`src/hw/rtl/qrs_pkg.sv`:
```
// ----------------------------------------------------------------------------
// qrs_pkg
// Shared types and constants for the quadratic root solver.
// ----------------------------------------------------------------------------
package qrs_pkg;

  // default fraction bits of the fixed-point results
  localparam int FRAC_BITS   = 16;
  // depth of the queue between front and back
  localparam int QUEUE_DEPTH = 4;
  // coefficient width
  localparam int COEF_W      = 16;
  // magnitude of the discriminant, in bits and in bit pairs
  localparam int MAG_PAIRS   = 17;
  localparam int MAG_W       = 2 * MAG_PAIRS;
  // magnitude of 2a
  localparam int DEN_W       = 17;
  // result width
  localparam int OUT_W       = 40;

  // kind of root pair
  typedef enum logic [1:0] {
    KIND_DISTINCT = 2'd0,
    KIND_REPEATED = 2'd1,
    KIND_COMPLEX  = 2'd2,
    KIND_INVALID  = 2'd3
  } kind_e;

  // queue status seen by both sides
  typedef struct packed {
    logic full;
    logic empty;
  } q_stat_t;

endpackage

```
`src/hw/rtl/qrs_queue.sv`:
```
// ----------------------------------------------------------------------------
// qrs_queue
// Short first-in first-out queue between the front and back parts.
// ----------------------------------------------------------------------------
module qrs_queue #(
  parameter int WIDTH = 8,
  parameter int DEPTH = qrs_pkg::QUEUE_DEPTH
) (
  input  logic                 clk_i,
  input  logic                 rst_ni,
  input  logic                 push_i,
  input  logic [WIDTH-1:0]     data_i,
  input  logic                 pop_i,
  output logic [WIDTH-1:0]     data_o,
  output qrs_pkg::q_stat_t     stat_o
);

  localparam int AW = $clog2(DEPTH);
  localparam int PW = AW + 1;

  logic [WIDTH-1:0] mem [DEPTH];
  logic [PW-1:0]    wr_ptr_q, wr_ptr_d;
  logic [PW-1:0]    rd_ptr_q, rd_ptr_d;

  // status from pointer compare
  assign stat_o.empty = (wr_ptr_q == rd_ptr_q);
  assign stat_o.full  = (wr_ptr_q[AW-1:0] == rd_ptr_q[AW-1:0]) &&
                        (wr_ptr_q[PW-1] != rd_ptr_q[PW-1]);

  assign wr_ptr_d = push_i ? wr_ptr_q + PW'(1) : wr_ptr_q;
  assign rd_ptr_d = pop_i  ? rd_ptr_q + PW'(1) : rd_ptr_q;
  assign data_o   = mem[rd_ptr_q[AW-1:0]];

  // pointers
  always_ff @(posedge clk_i or negedge rst_ni) begin
    if (!rst_ni) begin
      wr_ptr_q <= '0;
      rd_ptr_q <= '0;
    end else begin
      wr_ptr_q <= wr_ptr_d;
      rd_ptr_q <= rd_ptr_d;
    end
  end

  // storage
  always_ff @(posedge clk_i) begin
    if (push_i) begin
      mem[wr_ptr_q[AW-1:0]] <= data_i;
    end
  end

endmodule

```
`config.mk`:
```
export PLATFORM = sky130hd
export DESIGN_NAME = qrs_queue
export DESIGN_NICKNAME = d
export VERILOG_FILES = /design/src/hw/rtl/qrs_pkg.sv /design/src/hw/rtl/qrs_queue.sv
export SDC_FILE = /design/constraint.sdc
export NUM_CORES = 1
export LEC_CHECK = 0
export BUFFER_PORTS_ARGS = -buffer_cell sky130_fd_sc_hd__clkbuf_2
export CAP_MARGIN = 30
export CORE_MARGIN = 5
export CORE_UTILIZATION = 45
export CTS_CLUSTER_SIZE = 8
export DETAILED_ROUTE_END_ITERATION = 10
export GPL_TIMING_DRIVEN = 0
export HOLD_SLACK_MARGIN = 0.12
export PLACE_DENSITY_LB_ADDON = 0.08
export SYNTH_ARGS = -nofsm -noshare
export SYNTH_HDL_FRONTEND = slang
export SYNTH_SLANG_ARGS = --single-unit
```
`constraint.sdc`:
```
create_clock -name clk_i -period 3.3 [get_ports clk_i]
set_clock_uncertainty 0.15 [all_clocks]
set_input_delay 0.33 -clock clk_i [delete_from_list [all_inputs] [get_ports clk_i]]
set_output_delay 0.33 -clock clk_i [all_outputs]
set_load 0.01 [all_outputs]
```
==> out/metrics.yaml <==
status: "completed"
maxSlewViolCount: 0
vias: 737
num-nets-final: 128
dp_hpwl_mm: 1.58
synth_seq_area_share_pct: 74.1
met3_wirelength_um: 136
m1WireLength_um: 975
worstPathRequired_ns: 2.82
synth_cell_types: 15
p_per_area_nw_per_um2: 794
cp-start-kind: "flop"
fin_crit_ns: 2.07
slew_headroom_pct: 69.9
syn_area_um2: 1500
drc_errors: 0
cts-root-buf: "clkbuf_4"
die_w_um: 67.7
dr_wl_met2_mm: 1.22
clock_path_buffers: 2
drt_first_pass_iters: 4
synthAdderAreaFrac_pct: 4.17
syn_avg_cell_area_um2: 20.8
ant_nets: 0
yosys.area_share.simple_pct: 3.00
cts_tree: "built"
final_common_cell: "edfxtp_1"
rsz0062_at_grt: "false"
synthCells: 72
grt_max_degree: 13
final_cell_mix: "edfxtp_1, clkbuf_2, dlygate4sd3_1"
overflow: 0
final-setup-viol-count: 0
routedWlPerCell_um: 15.0
start_util_pct: 45.7
grt_usage_pct: 12.2
clock-sinks: 38
cap_viol_max_count: 0
arrival_ns: 1.59
vdd_ir_drop_max_uv: 416
port_buffers: 21
path_clk_slew_ns: 0.11
place_area_um2: 1660
max_freq_mhz: 484
grt_pass1_vias: 749
highest_layer: "met4"
fp.coreArea_um2: 3280
finalWirelength_mm: 2.36
boundaryPins: 22
rows: 21
insertion_delay_ns: 0.34
drtIter0Drc: 27
final_cell_area_um2: 1840
dieArea_um2: 4590
syn_nets: 89
ys_seq_elements: 38
synthXorXnorAreaFrac_pct: 4.09
final_util_pct: 55.9
finalSetupTns_ns: 0
antenna_found_initial: 0
cts-buffers-inserted: 5
final_hold_viol_count: 0
endpoint_kind: "output pin"
crit_fanout: 10
grt_pass1_wl_mm: 3.75
synth_compound_area_share_pct: 0.334
fin_crit_sh_pct: 62.6
hp-class: "input pin to asynchronous set/reset pin"
die_h_um: 67.7
yosysWarnings: 0
routabilityCongestion: 0.727
cts_htree_levels: 2
synthMuxAreaShare_pct: 12.8
via_per_inst: 4.66
tightest_slew_ns: 0.451
synth_top_family_by_area: "multiplexers"
power.leakage_nw: 0.692
drive_gt1_share_pct: 35.7
area_delta_synth_final_pct: 22.4
antenna_cells: 0
crit_type: "flop to output pin"
## stage by stage
| step | power [W] | hold WS, ns | worst slack, ns | cells |
|---|---|---|---|---|
| after floorplan | 0.00105 | -0.116 | 1.77 | 72 |
| after global placement | 0.00121 | 0.0125 | 1.60 | 139 |
| after detailed placement | 0.00122 | 0.00802 | 1.58 | 139 |
| after CTS | 0.00149 | 0.157 | 1.19 | 158 |
| after global routing | 0.00157 | 0.143 | 1.12 | 158 |
| final | 0.00146 | 0.177 | 1.23 | 158 |
## synthesized netlist by cell type
| cell | n | area share (%) |
|---|---|---|
| and2_1 | 4 | 1.7 |
| buf_2 | 1 | 0.33 |
| buf_6 | 1 | 0.75 |
| dfrtp_1 | 6 | 10 |
| edfxtp_1 | 32 | 64 |
| ha_1 | 5 | 4.2 |
| inv_1 | 2 | 0.50 |
| mux2_2 | 1 | 0.75 |
| mux4_2 | 8 | 12 |
| nand2_1 | 2 | 0.50 |
| nor3_1 | 1 | 0.33 |
| nor3b_1 | 1 | 0.50 |
| o21ai_0 | 1 | 0.33 |
| xnor2_1 | 2 | 1.2 |
| xor2_1 | 5 | 2.9 |
## registers in the layout, summed over array words and instances (netlist names)
| name | count |
|---|---|
| mem | 32 |
| rd_ptr_q | 3 |
| wr_ptr_q | 3 |
## worst max-delay path, cell delays in order, from the launching register on
cell and delay, ns:
dfrtp_1 0.39, buf_6 0.20, mux4_2 0.52, clkbuf_2 0.15
## cells by family after synthesis
kind of cell / after synthesis
flip-flops: 38
multiplexers: 9
AO/OA/AOI/OAI: 1
AND/OR/NAND/NOR: 8
buffers and inverters: 4
XOR/XNOR: 7
adder cells (fa/ha/maj): 5
## path summary, 6_finish.rpt
path / from / endpoint / slack [ns] / cells past startpoint
setup / recovery: rd_ptr_q[0] / data_o[0] / 1.23 / 3
hold / removal: rst_ni / rd_ptr_q[1] / 0.18 / 2
setup reg to reg: wr_ptr_q[0] / mem[0][5] / 1.71 / 3
hold reg to reg: rd_ptr_q[2] / rd_ptr_q[2] / 0.35 / 1
max in group asynchronous: rst_ni / wr_ptr_q[1] / 2.67 / 2
min in group clk_i: rd_ptr_q[2] / rd_ptr_q[2] / 0.35 / 1
## metal layers
layer  global-route usage [%]  up-vias
met2                     20.0       19
met3                     5.82        4
met5                        0        -
met1                     13.6      358
met4                     4.56        0
li1                         -      356
## layout make-up
cell class	instances	area (um^2)
Buffer	2	16.3
Clock buffer	6	51.3
Timing Repair Buffer	32	215
Fill cell	267	1450
Sequential cell	38	1110
Multi-Input combinational cell	30	365
Inverter	2	7.51
Clock inverter	2	12.5
Tap cell	46	57.6
## power breakdown
group	total, W	switching (W)	internal, W
logic	0.000516	0.000263	0.000254
clock network	0.000254	0.000151	0.000102
registers	0.000688	0.0000477	0.000641
## repair_timing
item | CTS | global route
gates resized for setup | 0 | 0
setup buffers | 0 | 0
endpoints found under the hold margin | 43 | 0
hold buffers | 11 | 0
Note: power is estimated with default switching activity, not from simulation.
